--- config.mk ---
export PLATFORM = sky130hd
export DESIGN_NAME = fdec_lane
export DESIGN_NICKNAME = d
export VERILOG_FILES = /design/src/sv/fdec_pkg.sv /design/src/sv/fdec_lane.sv
export SDC_FILE = /design/constraint.sdc
export NUM_CORES = 2
export LEC_CHECK = 0
export ABC_AREA = 1
export BUFFER_PORTS_ARGS = -buffer_cell sky130_fd_sc_hd__buf_2
export CAP_MARGIN = 15
export CORE_UTILIZATION = 61
export CTS_BUF_LIST = sky130_fd_sc_hd__clkbuf_2 sky130_fd_sc_hd__clkbuf_4 sky130_fd_sc_hd__clkbuf_8
export CTS_CLUSTER_SIZE = 16
export DETAILED_ROUTE_END_ITERATION = 12
export PLACE_DENSITY = 0.77
export SLEW_MARGIN = 20
export SYNTH_ARGS = -nofsm -noshare
export SYNTH_HDL_FRONTEND = slang
export SYNTH_SLANG_ARGS = --single-unit
export TNS_END_PERCENT = 1
--- constraint.sdc ---
create_clock -name clk -period 17.8 [get_ports clk]
set_input_delay 0.89 -clock clk [delete_from_list [all_inputs] [get_ports clk]]
set_output_delay 0.89 -clock clk [all_outputs]
set_load 0.01 [all_outputs]
--- src/sv/fdec_pkg.sv ---
package fdec_pkg;

    localparam int CHANNELS    = 4;
    localparam int MAX_TAPS    = 128;
    localparam int SAMPLE_BITS = 16;
    localparam int COEF_BITS   = 16;
    localparam int ADDR_BITS   = $clog2(MAX_TAPS);
    localparam int TAP_BITS    = ADDR_BITS + 1;
    localparam int PROD_BITS   = SAMPLE_BITS + COEF_BITS;
    localparam int ACC_BITS    = PROD_BITS + ADDR_BITS + 1;

    localparam int CFG_IDX_BITS  = 2;
    localparam int CFG_DATA_BITS = 8;

    localparam logic [CFG_IDX_BITS-1:0] CFG_DECIM = 2'd0;
    localparam logic [CFG_IDX_BITS-1:0] CFG_TAPS  = 2'd1;
    localparam logic [CFG_IDX_BITS-1:0] CFG_SHIFT = 2'd2;

    localparam logic CMD_COEF   = 1'b0;
    localparam logic CMD_SAMPLE = 1'b1;

    typedef logic signed [SAMPLE_BITS-1:0] sample_t;
    typedef logic signed [COEF_BITS-1:0]   coef_t;
    typedef logic signed [PROD_BITS-1:0]   prod_t;
    typedef logic signed [ACC_BITS-1:0]    acc_t;

    typedef struct packed {
        logic                 wr_en;
        logic [ADDR_BITS-1:0] wr_addr;
        logic                 rd_en;
        logic [ADDR_BITS-1:0] rd_addr;
        logic                 rd_live;
        logic                 mul_en;
        logic                 acc_en;
        logic                 acc_clr;
    } lane_ctrl_t;

endpackage

--- src/sv/fdec_lane.sv ---
module fdec_lane
    import fdec_pkg::*;
(
    input  logic       clk,
    input  logic       rst_n,
    input  lane_ctrl_t ctrl,
    input  sample_t    wr_data,
    input  coef_t      coef,
    output acc_t       acc
);

    sample_t mem [MAX_TAPS];
    sample_t samp_reg;
    logic    live_reg;
    prod_t   prod_reg;
    acc_t    acc_reg;

    always_ff @(posedge clk)
    begin
        if (ctrl.wr_en)
        begin
            mem[ctrl.wr_addr] <= wr_data;
        end
        if (ctrl.rd_en)
        begin
            samp_reg <= mem[ctrl.rd_addr];
        end
    end

    always_ff @(posedge clk or negedge rst_n)
    begin
        if (!rst_n)
        begin
            live_reg <= 1'b0;
        end
        else if (ctrl.rd_en)
        begin
            live_reg <= ctrl.rd_live;
        end
    end

    always_ff @(posedge clk)
    begin
        if (ctrl.mul_en)
        begin
            prod_reg <= live_reg ? prod_t'(samp_reg * coef) : '0;
        end
        if (ctrl.acc_clr)
        begin
            acc_reg <= '0;
        end
        else if (ctrl.acc_en)
        begin
            acc_reg <= acc_reg + acc_t'(prod_reg);
        end
    end

    assign acc = acc_reg;

endmodule

### Word level (Yosys, flattened, before mapping)

Memory sizes are Yosys's and may differ from the RTL's. A register that Yosys moved wholly into a read port is not among the register bits.
Index checks and enable logic that the tools add are counted.

| word-level totals | value |
|---|---|
| input port bits | 54 |
| flip-flop bits (word level) | 73 |
| output and inout bits | 40 |
| memories kept | 1 |
| word-level logic and storage cells | 8 |
| RAM bits | 2048 |

| operators by class | value |
|---|---|
| multiply operators | 1 |
| mux-type cells | 2 |
| $add $sub $neg | 1 |

Memory list:

| memory | words | bits a word | rd ports | clocked after memory_dff | write ports | RTL line | text |
|---|---|---|---|---|---|---|---|
| mem | 128 | 16 | 1 | 1 | 1 | fdec_lane.sv:12 | `sample_t mem [MAX_TAPS];` |

Operator list:

| operator | number |
|---|---|
| $add 40x32->40 | 1 |
| $mul 16x16->32 | 1 |
| $mux 1 | 2 |

### Depth between registers and ports, before layout

| depth | value |
|---|---|
| word-level depth | 2 |
| mapped depth | 28 |
| gate-level depth less buffers | 26 |

### Worst setup path after synthesis

OpenSTA, ideal clock, no wires.

| timing path | value |
|---|---|
| kind | input to register |
| start point | input port coef[5] |
| end point | register prod_reg[27], data pin |
| required time | 17.547 ns |
| setup time | 0.253 ns |
| path buffers | 2 |
| cell stages on the path | 22 |
| arrival | 6.043 ns |
| path slack | 11.504 ns |
| path through | clkbuf_1 > clkbuf_1 > nand2_1 > fa_1 > inv_1 > fa_1 > fa_1 > fa_1 > fa_1 > inv_1 > fa_1 > inv_1 > ha_1 > nand2_1 > nor4_1 > nand3b_1 > nand3_1 > nand2_1 > nand2_1 > nand2_1 > nand2_1 > nor2_1 |

| on the way | value |
|---|---|
| longest elaborated chain between the ends | 1 |

RTL lines:

| element | RTL line | text |
|---|---|---|
| start, declared | fdec_lane.sv:8 | `input coef_t coef,` |
| $mul 16x16->32 | fdec_lane.sv:46 | `prod_reg <= live_reg ? prod_t'(samp_reg * coef) : '0;` |
| end signal, assigned | fdec_lane.sv:46 |  |
| end, declared | fdec_lane.sv:15 | `prod_t prod_reg;` |

No other way between the ends.
A chain may end at the register's enable or synchronous reset.

### Worst setup path after layout

| timing path | value |
|---|---|
| start point | register samp_reg[15] (read register of mem) |
| end point | register prod_reg[27], data pin |

| on the way | value |
|---|---|
| longest elaborated chain between the ends | 1 |

RTL lines:

| element | RTL line | text |
|---|---|---|
| start, declared | fdec_lane.sv:13 | `sample_t samp_reg;` |
| $mul 16x16->32 | fdec_lane.sv:46 |  |

No other way between the ends.

==> results.cfg <==
[outcome]
outcome = completed

[global_routing]
first_global_vias = 66722
grt-ovfl-total = 0
grt_max_degree = 208
grt_pass1_wl_mm = 390.1
grt_usage = 0.3198
antenna_found_initial = 11

[sta]
setup_ws_ns = 11.35
worst_pin_slew_ns = 1.193
final-setup-viol-count = 0
period_share = 0.3624
clock_skew_ns = 0.09082
hold_viol_final = 0
grt_setup_unrepaired = no
slew-limit-headroom = 0.2046
timing.fmax_mhz = 155.0
tns_ns = 0
period_needed_ns = 6.450
drv_slew = 0

[worst_setup_path]
ff2ff_path_depth = 20
r2r-end = prod_reg[27]$_SDFFCE_PN0P_
crit_fanout = 16
cp.required_ns = 18.54
critPathSlowestCell = fa_1
worstSetupStartpoint = samp_reg[15]$_DFFE_PP_
worstPathCellList = nand2_1 > inv_1 > fa_1 > fa_1 > fa_1 > fa_1 > fa_1 > inv_1 > fa_1 > inv_1 > ha_1 > nand2_1 > nor4_1 > nand3b_1 > nand3_1 > nand2_1 > nand2_1 > nand2_1 > nand2_1 > nor2_1
worst_ep_arrival_time_ns = 7.19
path_class = register to register
critPathLaunchType = register
endpoint_kind = register
cp-endpoint = prod_reg[27]$_SDFFCE_PN0P_
reg2reg_from = samp_reg[15]$_DFFE_PP_
r2r_slack_ns = 11.35
slowest_delay_ns = 0.90

[floorplan]
start_util = 0.6145
die_w_um = 401.7
ios = 94
die_h_um = 401.7
fp.dieArea_um2 = 161300
row_count = 146
coreArea_um2 = 158600

[finish]
layout.filler_cells = 11294
multiInputGateArea_um2 = 28860
drive_above_1_share = 0.09336
final_common_cell = edfxtp_1
area_delta_synth_final_pct = 9.126
largest_register_ffs = 2048
utilization = 0.6706
layout.nets = 9095
regArea_um2 = 63770
most-common-layout-cells = edfxtp_1, nor2_1, nand2_1, o21ai_0, inv_1

[logic_synthesis]
async_reset_ff_frac = 0.0004679
ys.warnings.count = 0
synth_largest_area_cell = edfxtp_1
ys_seq_elements = 2137
avgSynthCellArea_um2 = 11.40
synth_area_um2 = 97440
syn_nets = 8989
synth-seq-area-share = 0.6544
synth_top_cell_area_share = 0.6459
synth_edf_count = 2096
post_synth_num_cell_types = 37
netlist_instances = 8551
yosys-top-cells-area = edfxtp_1, fa_1, nor2_1
ys.flop_type = edfxtp_1

[clock_tree]
clock_latency_ns = 1.06
numCtsBuffers = 352
cts.htree.levels = 5
cts_tree = yes
path_clk_slew_ns = 0.06
cts_root_buf = clkbuf_8
post_cts_buffers = 0
clk_path_buf_depth = 4
clock-sinks = 2137

[routing]
dr.pass1.iters = 8
drt_wl_total_mm = 260.9
vias_per_cell = 6.199
drtIter0Drc = 10014
drc = 0
wl_per_cell_um = 23.76
drtAntennaViolNets = 0
vias = 68074

[pwr]
peakVddDrop_v = 0.0003064
power_density_nw_per_um2 = 147.6
power.total_mw = 15.70
p_leak_nw = 39.27

[place]
finalWeightedCongestion = 0.9402
hpwl_mm = 152.3
place.port_buffers = 93
dp_worst_setup_slack_ns = 10.98

[flow_run]
drv_cap = 0

[worst_hold_path]
hp-class = input pin to async pin
layout make-up:
cell class	count	area share
clock buffer	475	0.05477
sequential	2137	0.5997
clock inverter	123	0.007319
tap	2072	0.02438
timing repair buffer	282	0.01934
multi-input combinational	5241	0.2714
antenna	8	0.0001883
inverter	643	0.02295
cell usage after synthesis, types with 5 or more instances:
master / instances
o21a_1: 5
a21o_1: 5
clkbuf_1: 317
o21ai_1: 366
nor2_1: 1314
or2_2: 5
xnor2_1: 11
nor3_1: 18
dfxtp_1: 40
buf_1: 55
o21bai_1: 15
nand4_1: 14
o21ai_0: 712
xor2_1: 16
a21oi_1: 126
nand2_1: 1151
inv_1: 641
o22ai_1: 480
buf_2: 82
ha_1: 121
edfxtp_1: 2096
nand3_1: 599
fa_1: 263
buf_4: 60
buf_6: 15
power breakdown:
group          internal, mW  switching (mW)  total [mW]  leakage, nW
clock network          2.24            1.88        4.12         3.52
registers              5.69           0.106        5.79         19.2
logic                  1.98            3.80        5.78         16.5
total                  9.91            5.79        15.7         39.3
metal layers:
layer  wire [um]  track usage
met1       93610       0.4117
met2      125800       0.5208
met3       29090      0.06628
met4       12360       0.1553
met5          69            0
cells by family after synthesis:
group	count (synthesis)	synth area share
xor+xnor	27	0.002427
simple gates	3111	0.1286
compound gates	1719	0.09532
flops	2137	0.6544
buf+inv	1173	0.04972
fa+ha+maj	384	0.06957
stage by stage:
step,instance area [um2],hold WS (ns),cells
after floorplan,97440,0.5019,8551
after global placement,99660,0.4975,10372
after detailed placement,99660,0.5133,10372
after CTS,106300,0.07634,10972
after global routing,106300,0.1418,10978
final,106300,0.1795,10981
what timing repair did:
| action | in CTS | in global routing |
|---|---|---|
| hold buffers | 2 | 0 |
| endpoints found under the hold margin | 2 | 0 |
| resized for setup | 0 | 0 |
worst min-delay path by stage:
stage	start	endpoint	slack, ns	cells after the start
detailed placement	acc[1]$_SDFFE_PP0P_	acc[1]$_SDFFE_PP0P_	0.51	2
floorplan	acc[0]$_SDFFE_PP0P_	acc[0]$_SDFFE_PP0P_	0.50	2
global route	rst_n	live_reg$_DFFE_PN0P_	0.14	2
global placement	acc[1]$_SDFFE_PP0P_	acc[1]$_SDFFE_PP0P_	0.50	2
finish	rst_n	live_reg$_DFFE_PN0P_	0.18	2
CTS	rst_n	live_reg$_DFFE_PN0P_	0.08	2
critical path, delay by kind of cell (launching register included):
kind	cells	cell delay [ns]
and+or+nand+nor	10	1.37
DFF	1	0.75
adders and majority gates	7	3.83
buffers and inverters	3	0.26
Note: power is estimated with default switching activity, not from simulation.
