<file path="config.mk">
export PLATFORM = sky130hd
export DESIGN_NAME = fdec_merge_flat
export DESIGN_NICKNAME = d
export VERILOG_FILES = /design/src/sv/fdec_pkg.sv /design/src/sv/fdec_out_if.sv /design/src/sv/fdec_merge.sv /design/src/flat_wrapper.sv
export SDC_FILE = /design/constraint.sdc
export NUM_CORES = 1
export LEC_CHECK = 0
export BUFFER_PORTS_ARGS = -buffer_cell sky130_fd_sc_hd__buf_4
export CAP_MARGIN = 15
export CORE_UTILIZATION = 40
export DETAILED_ROUTE_END_ITERATION = 8
export HOLD_SLACK_MARGIN = 0.1
export PLACE_DENSITY = 0.7
export SLEW_MARGIN = 20
export SYNTH_ARGS = -nofsm -noshare
export SYNTH_HDL_FRONTEND = slang
export SYNTH_SLANG_ARGS = --single-unit
</file>
<file path="constraint.sdc">
create_clock -name clk -period 0.8 [get_ports clk]
set_clock_uncertainty 0.05 [all_clocks]
set_input_delay 0.04 -clock clk [delete_from_list [all_inputs] [get_ports clk]]
set_output_delay 0.04 -clock clk [all_outputs]
set_load 0.02 [all_outputs]
</file>
<file path="src/sv/fdec_pkg.sv">
package fdec_pkg;

    localparam int CHANNELS    = 4;
    localparam int MAX_TAPS    = 128;
    localparam int SAMPLE_BITS = 16;
    localparam int COEF_BITS   = 16;
    localparam int ADDR_BITS   = $clog2(MAX_TAPS);
    localparam int TAP_BITS    = ADDR_BITS + 1;
    localparam int PROD_BITS   = SAMPLE_BITS + COEF_BITS;
    localparam int ACC_BITS    = PROD_BITS + ADDR_BITS + 1;

    localparam int CFG_IDX_BITS  = 2;
    localparam int CFG_DATA_BITS = 8;

    localparam logic [CFG_IDX_BITS-1:0] CFG_DECIM = 2'd0;
    localparam logic [CFG_IDX_BITS-1:0] CFG_TAPS  = 2'd1;
    localparam logic [CFG_IDX_BITS-1:0] CFG_SHIFT = 2'd2;

    localparam logic CMD_COEF   = 1'b0;
    localparam logic CMD_SAMPLE = 1'b1;

    typedef logic signed [SAMPLE_BITS-1:0] sample_t;
    typedef logic signed [COEF_BITS-1:0]   coef_t;
    typedef logic signed [PROD_BITS-1:0]   prod_t;
    typedef logic signed [ACC_BITS-1:0]    acc_t;

    typedef struct packed {
        logic                 wr_en;
        logic [ADDR_BITS-1:0] wr_addr;
        logic                 rd_en;
        logic [ADDR_BITS-1:0] rd_addr;
        logic                 rd_live;
        logic                 mul_en;
        logic                 acc_en;
        logic                 acc_clr;
    } lane_ctrl_t;

endpackage

</file>
<file path="src/sv/fdec_out_if.sv">
interface fdec_out_if;
    logic               valid;
    logic               ready;
    logic signed [15:0] filtered_ch0;
    logic signed [15:0] filtered_ch1;
    logic signed [15:0] filtered_ch2;
    logic signed [15:0] filtered_ch3;

    modport source (output valid, filtered_ch0, filtered_ch1, filtered_ch2,
                    filtered_ch3, input ready);
    modport sink   (input valid, filtered_ch0, filtered_ch1, filtered_ch2,
                    filtered_ch3, output ready);
endinterface

</file>
<file path="src/sv/fdec_merge.sv">
module fdec_merge
    import fdec_pkg::*;
(
    input  logic       clk,
    input  logic       rst_n,
    input  logic       load,
    input  logic [4:0] shift,
    input  acc_t       acc [CHANNELS],
    output logic       free,
    fdec_out_if.source results
);

    localparam acc_t SAT_HI = acc_t'({1'b0, {(SAMPLE_BITS-1){1'b1}}});
    localparam acc_t SAT_LO = -SAT_HI - acc_t'(1);

    logic    valid_reg;
    sample_t data_reg [CHANNELS];
    sample_t data_next [CHANNELS];
    acc_t    shifted [CHANNELS];

    always_comb
    begin
        for (int c = 0; c < CHANNELS; c++)
        begin
            shifted[c] = acc[c] >>> shift;
            if (shifted[c] > SAT_HI)
            begin
                data_next[c] = sample_t'(SAT_HI);
            end
            else if (shifted[c] < SAT_LO)
            begin
                data_next[c] = sample_t'(SAT_LO);
            end
            else
            begin
                data_next[c] = shifted[c][SAMPLE_BITS-1:0];
            end
        end
    end

    assign free = !valid_reg || results.ready;

    always_ff @(posedge clk or negedge rst_n)
    begin
        if (!rst_n)
        begin
            valid_reg <= 1'b0;
        end
        else if (load)
        begin
            valid_reg <= 1'b1;
        end
        else if (results.ready)
        begin
            valid_reg <= 1'b0;
        end
    end

    always_ff @(posedge clk)
    begin
        if (load)
        begin
            data_reg <= data_next;
        end
    end

    assign results.valid        = valid_reg;
    assign results.filtered_ch0 = data_reg[0];
    assign results.filtered_ch1 = data_reg[1];
    assign results.filtered_ch2 = data_reg[2];
    assign results.filtered_ch3 = data_reg[3];

endmodule

</file>
<file path="src/flat_wrapper.sv">
// flat-port wrapper written by rule: the top's interface ports become plain ports
module fdec_merge_flat import fdec_pkg::*;
  (clk, rst_n, load, shift, acc, free, results_valid, results_filtered_ch0, results_filtered_ch1, results_filtered_ch2, results_filtered_ch3, results_ready);
  fdec_out_if results_i ();
  input  logic clk;
  input  logic rst_n;
  input  logic load;
  input  logic [4:0] shift;
  input  acc_t acc[CHANNELS];
  output logic free;
  output wire logic [$bits(results_i.valid)-1:0] results_valid;
  output wire logic [$bits(results_i.filtered_ch0)-1:0] results_filtered_ch0;
  output wire logic [$bits(results_i.filtered_ch1)-1:0] results_filtered_ch1;
  output wire logic [$bits(results_i.filtered_ch2)-1:0] results_filtered_ch2;
  output wire logic [$bits(results_i.filtered_ch3)-1:0] results_filtered_ch3;
  input wire logic [$bits(results_i.ready)-1:0] results_ready;
  assign results_valid = results_i.valid;
  assign results_filtered_ch0 = results_i.filtered_ch0;
  assign results_filtered_ch1 = results_i.filtered_ch1;
  assign results_filtered_ch2 = results_i.filtered_ch2;
  assign results_filtered_ch3 = results_i.filtered_ch3;
  assign results_i.ready = results_ready;
  fdec_merge u_core (.clk(clk), .rst_n(rst_n), .load(load), .shift(shift), .acc(acc), .free(free), .results(results_i));
endmodule
</file>
### Yosys cells after proc, flatten, opt, wreduce, memory -nomap -nowiden

Cells that the tools add are included.

| storage, ports and cells | value |
|---|---|
| register bits after elaboration | 65 |
| input bits | 169 |
| word-level logic and storage cells | 26 |

| operators by class | value |
|---|---|
| magnitude comparators | 8 |
| muxes and demuxes | 6 |
| reductions and logical operators | 3 |
| shift operators | 4 |

Operators by type and width:

| kind | count |
|---|---|
| $gt 40x16->1 const B | 4 |
| $lt 40x16->1 const B | 4 |
| $sshr 40x5->40 | 4 |
| $mux 16 | 4 |
| $mux 1 | 2 |
| $reduce_bool 2->1 | 1 |
| $logic_not 1->1 | 1 |
| $logic_or 1x1->1 | 1 |

### Longest topological paths before layout

Gate-level depths: netlist of the first run.

| logic depth | value |
|---|---|
| word-level depth | 3 |
| depth in mapped cells | 16 |
| mapped depth without buffers | 8 |

### Least setup slack after synthesis of the first run

OpenSTA, ideal clock, no wires.

| timing | value |
|---|---|
| kind | input -> register |
| start point | input port shift[1] |
| end point | register u_core.data_reg (netlist bit u_core.results.filtered_ch0[10]) (data pin) |
| arrival | 2708 ps |
| required time | 491 ps |
| buffers on the path | 6 |
| stages on the path | 13 |
| setup slack | -2216 ps |
| cell sequence | buf_6 -> buf_12 -> buf_6 -> buf_2 -> buf_2 -> mux4_2 -> mux2_2 -> mux2i_1 -> mux2i_1 -> nor3_2 -> a41oi_4 -> buf_6 -> o21bai_1 |

| between the ends | value |
|---|---|
| cells in the longest elaborated chain, start to end | 3 |
| elaborated cells on any way between the ends | 4 |
| those cells by class | 2 x order compare; 1 x shift; 1 x mux |

RTL lines:

| element | RTL line | source |
|---|---|---|
| from (decl) | flat_wrapper.sv:8 | `input logic [4:0] shift;` |
| $sshr 40x5->40 (*) | fdec_merge.sv:25 | `shifted[c] = acc[c] >>> shift;` |
| $lt 40x16->1 | fdec_merge.sv:30 | `else if (shifted[c] < SAT_LO)` |
| $mux 16 | fdec_merge.sv:30 |  |
| to (signal assigned) | fdec_merge.sv:63 | `data_reg <= data_next;` |
| to (decl) | fdec_merge.sv:17 | `sample_t data_reg [CHANNELS];` |

Mark *: on every way between the ends. The rest lies on a longest branch, timed or not.
A chain may end at the register's enable or synchronous reset.

### Worst setup path after layout of the first run

| timing | value |
|---|---|
| start point | input port shift[1] |
| end point | register u_core.data_reg (netlist bit u_core.results.filtered_ch1[9]) (data pin) |

Same word-level chain as after synthesis.

==> PnR_summary.wiki, run 1 <==
{| class="wikitable"
! Metric !! Value
|-
| Count of input and output buffers || ~230
|-
| Signed area change from the synthesized netlist to the final layout || 58.4%
|-
| Final GP Congestion || 1.03
|-
| Portion of the clock cycle consumed by the worst path in the final layout || 328%
|-
| Sum of net half-perimeters after detailed placement || ~43000 microns
|-
| Count of pins over their slew limit || 0
|-
| Ratio of cells with drive above 1 in the final layout || 54.0%
|-
| Most used cell, CP || sky130_fd_sc_hd__nor2_1
|-
| Type of element capturing the critical path || flip-flop
|-
| Number of top-level pins || 235
|-
| Final total power || around 22000 uW
|-
| Number of antenna violations at the first check in global routing || 0
|-
| Class of the tightest hold or removal check || in2reg
|-
| Crit-path leading delay family || multiplexers
|-
| Final Util || 64.8%
|-
| GRT Residual Overflow || 0
|-
| Area of all placed cells without fillers || 0.0187 sq mm
|-
| CP arrival || 2.65 ns
|-
| Clock latency of the later-clocked register in the worst-skew pair || between 0.3 and 0.4 ns
|-
| Number of hold violations in the final report || 1
|-
| Vias in the first global route || 13200
|-
| Cell Pwr Density || 1150 mW/mm^2
|-
| Filler cell count || between 2000 and 2500
|-
| Status || finished with violations
|-
| Synthesized area || 0.0118 sq mm
|-
| Endpoint required time on the critical path || roughly 0.82 ns
|-
| Sequence of cells on the critical path || buf_16, buf_6, mux4_2, mux2i_2, buf_4, nor2_1, nor2_1, a22oi_1, or4_4, o31ai_4, clkbuf_16, o21ai_1
|-
| Setup Viol. Count Final || about 130
|-
| Cts hold-fix bufs || 2
|-
| Min setup slack post-route || -1.82 ns
|-
| Cell at the root of the clock tree || sky130_fd_sc_hd__clkbuf_16
|-
| Highest-delay cell along the critical path || sky130_fd_sc_hd__mux4_2
|-
| Post-Synthesis Cells || roughly 1300
|-
| Post-Synthesis Mean Instance Area || around 8.9 sq um
|-
| Area taken by multi-input logic gates || approximately 0.01 sq mm
|-
| Startpoint kind of the worst setup timing path || input pin
|-
| Clock Sink Count || 65
|-
| Global-route wire length before repair || between 70000 and 80000 microns
|-
| Wire length reported by the detailed router || 53400 microns
|-
| Full die area || 0.0303 sq mm
|-
| WS Path Type || in2reg
|-
| Dpl cell area || around 0.017 sq mm
|-
| Total of max-cap violations || 0
|-
| Clock tree from TritonCTS || built
|-
| Count of antenna-violating nets left after detailed routing || 0
|-
| Clock edge transition at the registers on the reported setup and hold paths || around 0.05 ns
|-
| DRC errors left || 0
|-
| Post-DR vias/cell || ~6.0
|-
| Pin count of the biggest net entering global routing || 72
|-
| Number of buffer and inverter stages on the critical path || 4
|-
| Dominant register cell in the synthesized netlist || sky130_fd_sc_hd__edfxtp_1
|-
| Slew at the pin closest to its max-slew limit || ~0.77 ns
|-
| VDD IR max || 906 uV
|-
| Overall fraction of global-route tracks in use || roughly a third
|-
| TritonCTS buffer count || 9
|-
| Total number of vias || 13900
|-
| Worst-case headroom to the max-slew limit || just under 50%
|-
| Depth of the CTS H-tree || 3
|-
| Setup repair after global routing missed its margin || true
|-
| Placement Rows || 62
|-
| YS warnings || 0
|-
| First DRT Iteration DRCs || 1457
|-
| Worst hold slack after final layout || -0.0188 ns
|-
| Routed WL per cell || around 23 microns
|-
| Fraction of the yosys area taken by sequential cells || approximately 16%
|-
| Synthesized Nets || between 1500 and 2000
|-
| Cell variety after synth || 80
|-
| Violations in the final reports || hold timing, setup timing
|-
| Detailed-routing iteration count for the pre-antenna-repair pass || 6
|-
| X dimension of the die || around 170 microns
|-
| Initial standard-cell utilization of the core || a little over 40%
|-
| Maximum buffer depth of the clock tree || 2
|-
| Max Freq || 381 MHz
|-
| Net total in the final layout || approximately 2100
|-
| Area occupied by registers || about 0.0019 sq mm
|-
| Height of the die || around 170 microns
|-
| Fin crit period || about 2.6 ns
|-
| Core area || just under 0.03 sq mm
|-
| Max stage delay on crit path || around 0.53 ns
|-
| Number of synthesized register bits || between 60 and 70
|-
| Crit-path max FO || 8
|-
| Post-synth ARST share || about 1.5%
|-
| Reported leakage power || about 0.008 uW
|-
| Sum of negative setup slack || -112.80 ns
|-
| Count of flip-flops with a built-in enable after synthesis || 64
|}
kinds of logic (layout without fill, tap and decap cells):
logic type      count (synthesis)  count (layout)  synth area share (%)
other cells                     0               1                     0
compound gates                349             350                  19.1
flops                          65              65                  16.5
simple gates                  430             430                  16.4
buf+inv                       149             736                  6.72
mux                           342             342                  41.3
worst reg2reg max path: stages (launching register included):
cell                       delay (ns)
sky130_fd_sc_hd__dfrtp_2         0.43
sky130_fd_sc_hd__nand2b_4        0.09
sky130_fd_sc_hd__buf_6           0.09
sky130_fd_sc_hd__nand2b_1        0.04
worst paths after layout:
kind	start	end	slack, ns	cells past startpoint
worst max-delay path	shift[1]	u_core.results.filtered_ch1[9]$_SDFFCE_PN1P_	-1.82	12
worst min-delay path	acc[39]	u_core.results.filtered_ch3[15]$_SDFFCE_PN0P_	-0.02	2
worst max register to register	u_core.results.valid$_DFFE_PN0P_	u_core.results.valid$_DFFE_PN0P_	-0.02	3
worst min register to register	u_core.results.valid$_DFFE_PN0P_	u_core.results.valid$_DFFE_PN0P_	0.62	3
max in group asynchronous	rst_n	u_core.results.valid$_DFFE_PN0P_	0.08	3
min in group asynchronous	rst_n	u_core.results.valid$_DFFE_PN0P_	0.50	3
synthesized netlist by cell type (4+ instances only):
library cell / instances / area (sq um)
sky130_fd_sc_hd__nor4b_1: 4 / 35.0
sky130_fd_sc_hd__buf_4: 19 / 143
sky130_fd_sc_hd__o21ai_0: 123 / 616
sky130_fd_sc_hd__a211oi_1: 26 / 195
sky130_fd_sc_hd__mux4_1: 14 / 368
sky130_fd_sc_hd__nand4_1: 8 / 50.1
sky130_fd_sc_hd__buf_12: 4 / 80.1
sky130_fd_sc_hd__nor2_1: 115 / 432
sky130_fd_sc_hd__a21oi_1: 50 / 250
sky130_fd_sc_hd__nand2b_1: 8 / 50.1
sky130_fd_sc_hd__a21o_1: 18 / 135
sky130_fd_sc_hd__nor4_1: 6 / 37.5
sky130_fd_sc_hd__or4_1: 5 / 37.5
sky130_fd_sc_hd__buf_2: 42 / 210
sky130_fd_sc_hd__or3_1: 6 / 37.5
sky130_fd_sc_hd__and2_1: 16 / 100
sky130_fd_sc_hd__o21ai_1: 10 / 50.1
sky130_fd_sc_hd__a221oi_1: 4 / 35.0
sky130_fd_sc_hd__nor3_1: 18 / 90.1
sky130_fd_sc_hd__o221ai_1: 4 / 35.0
sky130_fd_sc_hd__a31o_2: 17 / 149
sky130_fd_sc_hd__o21bai_1: 4 / 30.0
sky130_fd_sc_hd__mux2_2: 81 / 912
sky130_fd_sc_hd__o211ai_1: 7 / 52.6
sky130_fd_sc_hd__o22a_1: 4 / 35.0
sky130_fd_sc_hd__o211a_1: 4 / 40.0
sky130_fd_sc_hd__and3_1: 7 / 43.8
sky130_fd_sc_hd__edfxtp_1: 64 / 1920
sky130_fd_sc_hd__mux4_2: 89 / 2000
sky130_fd_sc_hd__buf_1: 11 / 41.3
sky130_fd_sc_hd__clkbuf_1: 56 / 210
sky130_fd_sc_hd__or2_2: 5 / 31.3
sky130_fd_sc_hd__o21a_1: 5 / 37.5
sky130_fd_sc_hd__nand2_1: 193 / 724
sky130_fd_sc_hd__nor2b_1: 9 / 56.3
sky130_fd_sc_hd__a31oi_1: 23 / 144
sky130_fd_sc_hd__o22ai_1: 9 / 56.3
sky130_fd_sc_hd__mux2i_1: 157 / 1570
sky130_fd_sc_hd__buf_6: 5 / 56.3
sky130_fd_sc_hd__inv_1: 7 / 26.3
sky130_fd_sc_hd__nand3_1: 10 / 50.1
sky130_fd_sc_hd__o311ai_0: 4 / 35.0
sky130_fd_sc_hd__o31ai_1: 4 / 30.0
placed cells by master (no fill, tap or decap), types with 13 or more instances in the layout:
cell	n
sky130_fd_sc_hd__a211oi_1	26
sky130_fd_sc_hd__a21o_1	18
sky130_fd_sc_hd__a21oi_1	47
sky130_fd_sc_hd__a31o_2	17
sky130_fd_sc_hd__a31oi_1	21
sky130_fd_sc_hd__and2_1	15
sky130_fd_sc_hd__buf_12	26
sky130_fd_sc_hd__buf_4	580
sky130_fd_sc_hd__buf_6	86
sky130_fd_sc_hd__clkbuf_16	13
sky130_fd_sc_hd__edfxtp_1	64
sky130_fd_sc_hd__mux2_2	57
sky130_fd_sc_hd__mux2_4	24
sky130_fd_sc_hd__mux2i_1	136
sky130_fd_sc_hd__mux2i_2	15
sky130_fd_sc_hd__mux4_2	99
sky130_fd_sc_hd__nand2_1	188
sky130_fd_sc_hd__nor2_1	110
sky130_fd_sc_hd__nor3_1	16
sky130_fd_sc_hd__o21ai_0	75
sky130_fd_sc_hd__o21ai_1	27
sky130_fd_sc_hd__o21ai_2	27
final cells by class:
type                    instances  share of cell area, %
inverters                      10                  0.247
flip-flops and latches         65                   10.4
diodes                          1                 0.0134
clock buffers                  11                   1.24
multi-input cells            1122                   52.1
well taps                     384                   2.56
repair buffers                710                   33.2
clock inverters                 5                  0.247
through the flow:
stage               cells  setup slack [ns]
floorplan            1335             -2.04
global placement     2240             -2.43
detailed placement   2240             -2.41
CTS                  2286             -1.67
global route         2307             -1.88
finish               2308             -1.82
what timing repair did:
item	4_1_cts	5_1_grt
buffers inserted	23	17
cloned	5	4
endpoints found under the setup margin	126	127
resized for setup	166	106
pin swaps	22	26
hold endpoints to repair	7	6
metal layers:
metal | up-vias | global-route usage [%] | share of wire (%)
met5 | - | 0 | 0
met4 | 0 | 7.93 | 2.5
met3 | 72 | 7.31 | 10
met2 | 819 | 52.4 | 44
met1 | 6710 | 49.7 | 43
li1 | 6329 | - | -
where the power goes:
| part | leakage [uW] | switching [uW] | total (uW) | internal [uW] |
|---|---|---|---|---|
| Clock | 0.000136 | 1330 | 3700 | 2370 |
| Combinational | 0.00745 | 6730 | 13600 | 6910 |
| Sequential | 0.000641 | 160 | 4310 | 4150 |
Power figures use the tool's default switching activity.
==> run 2, diff against run 1 <==
--- a/config.mk
+++ b/config.mk
@@ -7,6 +7,7 @@
 export LEC_CHECK = 0
 export BUFFER_PORTS_ARGS = -buffer_cell sky130_fd_sc_hd__buf_4
 export CAP_MARGIN = 15
+export CORE_MARGIN = 2
 export CORE_UTILIZATION = 40
 export DETAILED_ROUTE_END_ITERATION = 8
 export HOLD_SLACK_MARGIN = 0.1
==> PnR_summary.wiki, run 2 (synthesis results as in run 1) <==
{| class="wikitable"
! Metric !! Value
|-
| Initial standard-cell utilization of the core || between 40% and 50%
|-
| Final GP Congestion || 1.00
|-
| Fraction of power consumed by the clock network || 17.1%
|-
| N_diodes || 0
|-
| Detailed-routing iteration count for the pre-antenna-repair pass || 6
|-
| Proportion of power drawn by flip-flops and latches || approximately a fifth
|-
| DRC errors left || 0
|-
| Number of antenna violations at the first check in global routing || 0
|-
| Min setup slack post-route || -1.75 ns
|-
| Vias in the first global route || about 13000
|-
| Pin count of the biggest net entering global routing || 53
|-
| TritonCTS buffer count || 9
|-
| X dimension of the die || ~180 microns
|-
| Clock latency of the later-clocked register in the worst-skew pair || about 0.32 ns
|-
| Sum of negative setup slack || -110.45 ns
|-
| Switching share of total power || a little under two fifths
|-
| Crit-path max FO || 8
|-
| Clock tree from TritonCTS || built
|-
| Count of pins over their slew limit || 0
|-
| Full die area || 0.0310 sq mm
|-
| Final total power || ~22000 uW
|-
| GRT Residual Overflow || 0
|-
| Global-route wire length before repair || approximately 81000 microns
|-
| Setup Viol. Count Final || between 100 and 150
|-
| Cts hold-fix bufs || 2
|-
| Violations in the final reports || hold timing, setup timing
|-
| Proportion of power drawn by combinational gates || between 60% and 70%
|-
| Worst hold slack after final layout || -0.0542 ns
|-
| Launch point of the worst hold path || results_ready
|-
| Clock Sink Count || 65
|-
| Timing startpoint of the critical path || shift[1]
|-
| Maximum buffer depth of the clock tree || 2
|-
| Signed area change from the synthesized netlist to the final layout || 58.7%
|-
| Endpoint required time on the critical path || 0.83 ns
|-
| Total of max-cap violations || 0
|-
| Number of hold violations in the final report || 2
|-
| Cell at the root of the clock tree || sky130_fd_sc_hd__clkbuf_16
|-
| Int Power || 13500 uW
|-
| Height of the die || about 180 microns
|-
| VDD IR max || approximately 900 uV
|-
| Max Freq || 392 MHz
|-
| Count of antenna-violating nets left after detailed routing || 0
|-
| Worst-case headroom to the max-slew limit || between 50 and 60%
|-
| First DRT Iteration DRCs || 1482
|-
| Net total in the final layout || about 2100
|-
| Cell Pwr Density || roughly 1200 mW/mm^2
|-
| Slew at the pin closest to its max-slew limit || approximately 0.73 ns
|-
| Core area || between 0.02 and 0.03 sq mm
|-
| Overall fraction of global-route tracks in use || approximately a third
|-
| Reported leakage power || roughly 0.0082 uW
|-
| Most common library cell in the layout ignoring fill and taps || sky130_fd_sc_hd__buf_4
|-
| Net switching power || around 8300 uW
|-
| Top library cells by usage in the layout, fill and taps aside || sky130_fd_sc_hd__buf_4, sky130_fd_sc_hd__nand2_1, sky130_fd_sc_hd__mux2i_1
|-
| Reg2reg start || u_core.results.valid$_DFFE_PN0P_
|-
| Number of top-level pins || 235
|-
| Post-DR vias/cell || ~6
|-
| Setup repair after global routing missed its margin || true
|-
| Portion of the clock cycle consumed by the worst path in the final layout || 319%
|-
| Count of input and output buffers || ~230
|-
| Status || finished with violations
|-
| Placement Rows || 62
|-
| Wire length reported by the detailed router || 55400 microns
|-
| Pre-CTS setup slack || -2.49 ns
|-
| WS Path Type || in2reg
|-
| Sum of net half-perimeters after detailed placement || between 40000 and 50000 microns
|-
| Depth of the CTS H-tree || 3
|-
| Fin crit period || about 2.6 ns
|-
| Total number of vias || approximately 14000
|-
| CP arrival || ~2.6 ns
|-
| Startpoint kind of the worst setup timing path || input pin
|-
| Type of element capturing the critical path || flip-flop
|-
| Routed WL per cell || around 24 microns
|-
| Class of the tightest hold or removal check || in2reg
|-
| Clock edge transition at the registers on the reported setup and hold paths || 0.05 ns
|-
| Ratio of cells with drive above 1 in the final layout || between 50% and 60%
|}
-- run 2: final cells by class --
class	instances	area (sq um)
fillers	2383	10200
multi-input cells	1122	9770
repair buffers	719	6250
flip-flops and latches	65	1950
well taps	384	480
clock buffers	10	229
clock inverters	6	58.8
inverters	10	40.0
-- run 2: what timing repair did --
item	4_1_cts	5_1_grt
buffers inserted	28	9
gates cloned	7	1
setup endpoints to repair	126	126
pin swaps	30	21
resized for setup	196	62
hold endpoints to repair	16	8
-- run 2: path summary, 6_finish.rpt --
path / endpoint / slack (ns) / cells after the start
setup / recovery: u_core.results.filtered_ch0[9]$_SDFFCE_PN1P_ / -1.75 / 10
hold / removal: u_core.results.valid$_DFFE_PN0P_ / -0.05 / 3
setup reg to reg: u_core.results.valid$_DFFE_PN0P_ / 0.08 / 2
hold reg to reg: u_core.results.valid$_DFFE_PN0P_ / 0.50 / 2
max in group asynchronous: u_core.results.valid$_DFFE_PN0P_ / 0.04 / 3
min in group asynchronous: u_core.results.valid$_DFFE_PN0P_ / 0.54 / 3
-- run 2: per-layer routing --
metal | global-route usage, % | vias to the layer above | wire length [microns]
met3 | 8.29 | 72 | 5610
met5 | 1.76 | - | 67
met4 | 6.37 | 2 | 1110
li1 | - | 6349 | -
met1 | 50.1 | 6657 | 24100
met2 | 53.1 | 778 | 24500
-- run 2: worst max-delay path: stages --
cell and delay [ns]:
sky130_fd_sc_hd__buf_16 0.11, sky130_fd_sc_hd__buf_12 0.12, sky130_fd_sc_hd__mux4_2 0.50, sky130_fd_sc_hd__mux2_4 0.30, sky130_fd_sc_hd__mux2i_2 0.19, sky130_fd_sc_hd__nand4_1 0.11
sky130_fd_sc_hd__or4_4 0.59, sky130_fd_sc_hd__nand2_8 0.10, sky130_fd_sc_hd__a41oi_4 0.21, sky130_fd_sc_hd__a31o_2 0.28
-- run 2: through the flow --
step | utilization (%) | instance area (sq um) | hold WS [ns] | instances
6_report | 64.9 | 18800 | -0.0542 | 2316
4_1_cts | 63.7 | 18400 | -0.0586 | 2308
2_1_floorplan | - | 12100 | -0.306 | 1335
5_1_grt | 64.9 | 18800 | -0.0446 | 2316
3_5_place_dp | 58.8 | 17000 | -0.233 | 2255
3_3_place_gp | 58.8 | 17000 | -0.234 | 2255
-- run 2: power by group through the flow --
stage,combinational (uW),clock (uW),sequential (uW)
floorplan,5620,0,4720
detailed placement,12100,0,4310
finish,13800,3730,4310
global placement,12000,0,4300
global route,14400,3880,4340
CTS,13100,3760,4310
==> run 3, diff against run 2 <==
==> constraint.sdc (replaced) <==
create_clock -name clk -period 2.3 [get_ports clk]
set_clock_uncertainty 0.05 [all_clocks]
set_input_delay 0.115 -clock clk [delete_from_list [all_inputs] [get_ports clk]]
set_output_delay 0.115 -clock clk [all_outputs]
set_load 0.02 [all_outputs]
==> PnR_summary.wiki, run 3 (synthesis results as in run 1) <==
{| class="wikitable"
! Metric !! Value
|-
| Number of top-level pins || around 240
|-
| Net total in the final layout || just over 2000
|-
| Met2 routing resource usage after global routing || around 51%
|-
| Final total power || 7710 uW
|-
| Cell at the root of the clock tree || sky130_fd_sc_hd__clkbuf_16
|-
| Area occupied by registers || 0.00195 sq mm
|-
| Post-DR vias/cell || around 6
|-
| TritonCTS buffer count || 9
|-
| Endpoint required time on the critical path || roughly 2.3 ns
|-
| Max Freq || about 370 MHz
|-
| Worst-case reg-to-reg path depth || 2
|-
| N_diodes || 0
|-
| Sum of net half-perimeters after detailed placement || about 43000 microns
|-
| Worst hold slack after final layout || around 0.23 ns
|-
| Top library cells by usage in the layout, fill and taps aside || sky130_fd_sc_hd__buf_4, sky130_fd_sc_hd__nand2_1, sky130_fd_sc_hd__mux2i_1
|-
| Clock tree from TritonCTS || built
|-
| Reg2reg start || u_core.results.valid$_DFFE_PN0P_
|-
| Minimum setup slack among reg-to-reg paths || roughly 1.6 ns
|-
| X dimension of the die || about 180 microns
|-
| Final Util || about three fifths
|-
| Count of antenna-violating nets left after detailed routing || 0
|-
| Routed WL per cell || 23.5 microns
|-
| Detailed-routing iteration count for the pre-antenna-repair pass || 5
|-
| Slew at the pin closest to its max-slew limit || between 0.7 and 0.8 ns
|-
| Pin count of the biggest net entering global routing || 76
|-
| Clock Sink Count || 65
|-
| Total number of vias || 13600
|-
| Initial standard-cell utilization of the core || roughly two fifths
|-
| Class of the tightest hold or removal check || in2reg
|-
| Violations in the final reports || setup timing
|-
| Wire length reported by the detailed router || ~53000 microns
|-
| Setup Viol. Count Final || 60
|-
| Global-route wire length before repair || approximately 79000 microns
|-
| Area taken by multi-input logic gates || ~0.0095 sq mm
|-
| Filler cell count || about 2500
|-
| Status || finished with violations
|-
| Placement Rows || 62
|-
| Sum of negative setup slack || -17.49 ns
|-
| WS Path Type || in2reg
|-
| Number of hold violations in the final report || 0
|-
| Crit-path max FO || 8
|-
| Endpoint of the lowest-slack register-to-register path || u_core.results.valid$_DFFE_PN0P_
|-
| Core area || between 0.02 and 0.03 sq mm
|-
| Count of input and output buffers || 234
|-
| Overall fraction of global-route tracks in use || around a third
|-
| Most common library cell in the layout ignoring fill and taps || sky130_fd_sc_hd__buf_4
|-
| Height of the die || 176 microns
|-
| Total of max-cap violations || 0
|-
| Timing startpoint of the critical path || shift[1]
|-
| Number of antenna violations at the first check in global routing || 0
|-
| Fin crit period || 2.67 ns
|-
| Clock latency of the later-clocked register in the worst-skew pair || around 0.33 ns
|-
| Ratio of cells with drive above 1 in the final layout || 51.0%
|-
| Maximum buffer depth of the clock tree || 2
|-
| Portion of the clock cycle consumed by the worst path in the final layout || 116%
|-
| Final GP Congestion || between 1 and 1.5
|-
| Worst-case headroom to the max-slew limit || 48.1%
|-
| GRT Residual Overflow || 0
|-
| Startpoint kind of the worst setup timing path || input pin
|-
| DRC errors left || 0
|-
| Min setup slack post-route || -0.370 ns
|-
| Met3 demand-to-capacity share in global routing || approximately 4%
|-
| Critical Path Sink || u_core.results.filtered_ch0[9]$_SDFFCE_PN1P_
|-
| Cell Pwr Density || between 400 and 500 mW/mm^2
|-
| Count of pins over their slew limit || 0
|-
| Full die area || approximately 0.031 sq mm
|-
| Signed area change from the synthesized netlist to the final layout || 49.6%
|-
| First DRT Iteration DRCs || approximately 1700
|-
| CP arrival || between 2 and 3 ns
|-
| Most Crowded Layer GR || met1
|-
| VDD IR max || roughly 340 uV
|-
| Type of element capturing the critical path || flip-flop
|-
| Setup repair after global routing missed its margin || true
|-
| Vias in the first global route || ~13000
|-
| Reported leakage power || around 0.0077 uW
|-
| Met1 usage in global routing || a little over 50%
|-
| Depth of the CTS H-tree || 3
|-
| Pre-CTS setup slack || -0.860 ns
|-
| Clock edge transition at the registers on the reported setup and hold paths || 0.06 ns
|}
-- run 3: changes by cell type in the layout (fill, tap and decap cells not counted), sizes merged --
cell,delta
clkinv,-2
buf,-69
dlygate4sd3,+2
inv,-1
bufinv,+4
bufbuf,-1
-- run 3: area by class of cell --
| type | count | share of cell area [%] |
|---|---|---|
| Timing Repair Buffer | 652 | 30.0 |
| Multi-Input combinational cell | 1122 | 53.8 |
| Inverter | 10 | 0.262 |
| Sequential cell | 65 | 11.0 |
| Tap cell | 384 | 2.71 |
| Clock buffer | 9 | 1.27 |
| Clock inverter | 7 | 0.940 |
-- run 3: worst min path at each step --
stage	to	from	cells past startpoint	slack (ns)
2_1_floorplan	u_core.results.valid$_DFFE_PN0P_	rst_n	0	-0.23
3_3_place_gp	u_core.results.valid$_DFFE_PN0P_	rst_n	1	-0.16
3_5_place_dp	u_core.results.valid$_DFFE_PN0P_	rst_n	1	-0.16
4_1_cts	u_core.results.filtered_ch0[15]$_SDFFCE_PN0P_	acc[159]	2	0.20
5_1_grt	u_core.results.filtered_ch0[15]$_SDFFCE_PN0P_	acc[159]	2	0.22
6_report	u_core.results.filtered_ch0[15]$_SDFFCE_PN0P_	acc[159]	2	0.23
-- run 3: repair_timing --
| item | CTS | global route |
|---|---|---|
| buffers inserted | 10 | 9 |
| endpoints found under the hold margin | 3 | 0 |
| pin swaps | 10 | 12 |
| cloned | 3 | 4 |
| resized for setup | 70 | 67 |
| endpoints found under the setup margin | 60 | 60 |
| hold buffers | 4 | 0 |
-- run 3: power by group --
| group | internal, uW | switching (uW) | total, uW |
|---|---|---|---|
| registers | 1440 | 36.8 | 1480 |
| clock network | 1280 | 508 | 1790 |
| logic | 2180 | 2270 | 4450 |
| total | 4900 | 2820 | 7710 |
-- run 3: critical path: stages --
cell	delay [ns]
sky130_fd_sc_hd__buf_16	0.12
sky130_fd_sc_hd__buf_6	0.10
sky130_fd_sc_hd__mux4_2	0.51
sky130_fd_sc_hd__mux2_4	0.28
sky130_fd_sc_hd__mux2_4	0.26
sky130_fd_sc_hd__nand4b_1	0.19
sky130_fd_sc_hd__or4_4	0.54
sky130_fd_sc_hd__nand2_8	0.11
sky130_fd_sc_hd__a41oi_4	0.19
sky130_fd_sc_hd__a31o_2	0.27
-- run 3: metrics by stage --
stage / instances / instance area, sq um
after global routing: 2249 / 17700
after CTS: 2236 / 17300
after detailed placement: 2203 / 16500
after global placement: 2203 / 16500
after floorplan: 1335 / 12100
final: 2249 / 17700
-- run 3: metal layers --
| metal | wire, microns | part of all wire (%) | vias to the layer above |
|---|---|---|---|
| met1 | 24000 | 45 | 6575 |
| met3 | 4700 | 8.9 | 51 |
| met4 | 780 | 1.5 | 0 |
| li1 | - | - | 6226 |
| met2 | 23400 | 44 | 746 |
| met5 | 0 | 0 | - |
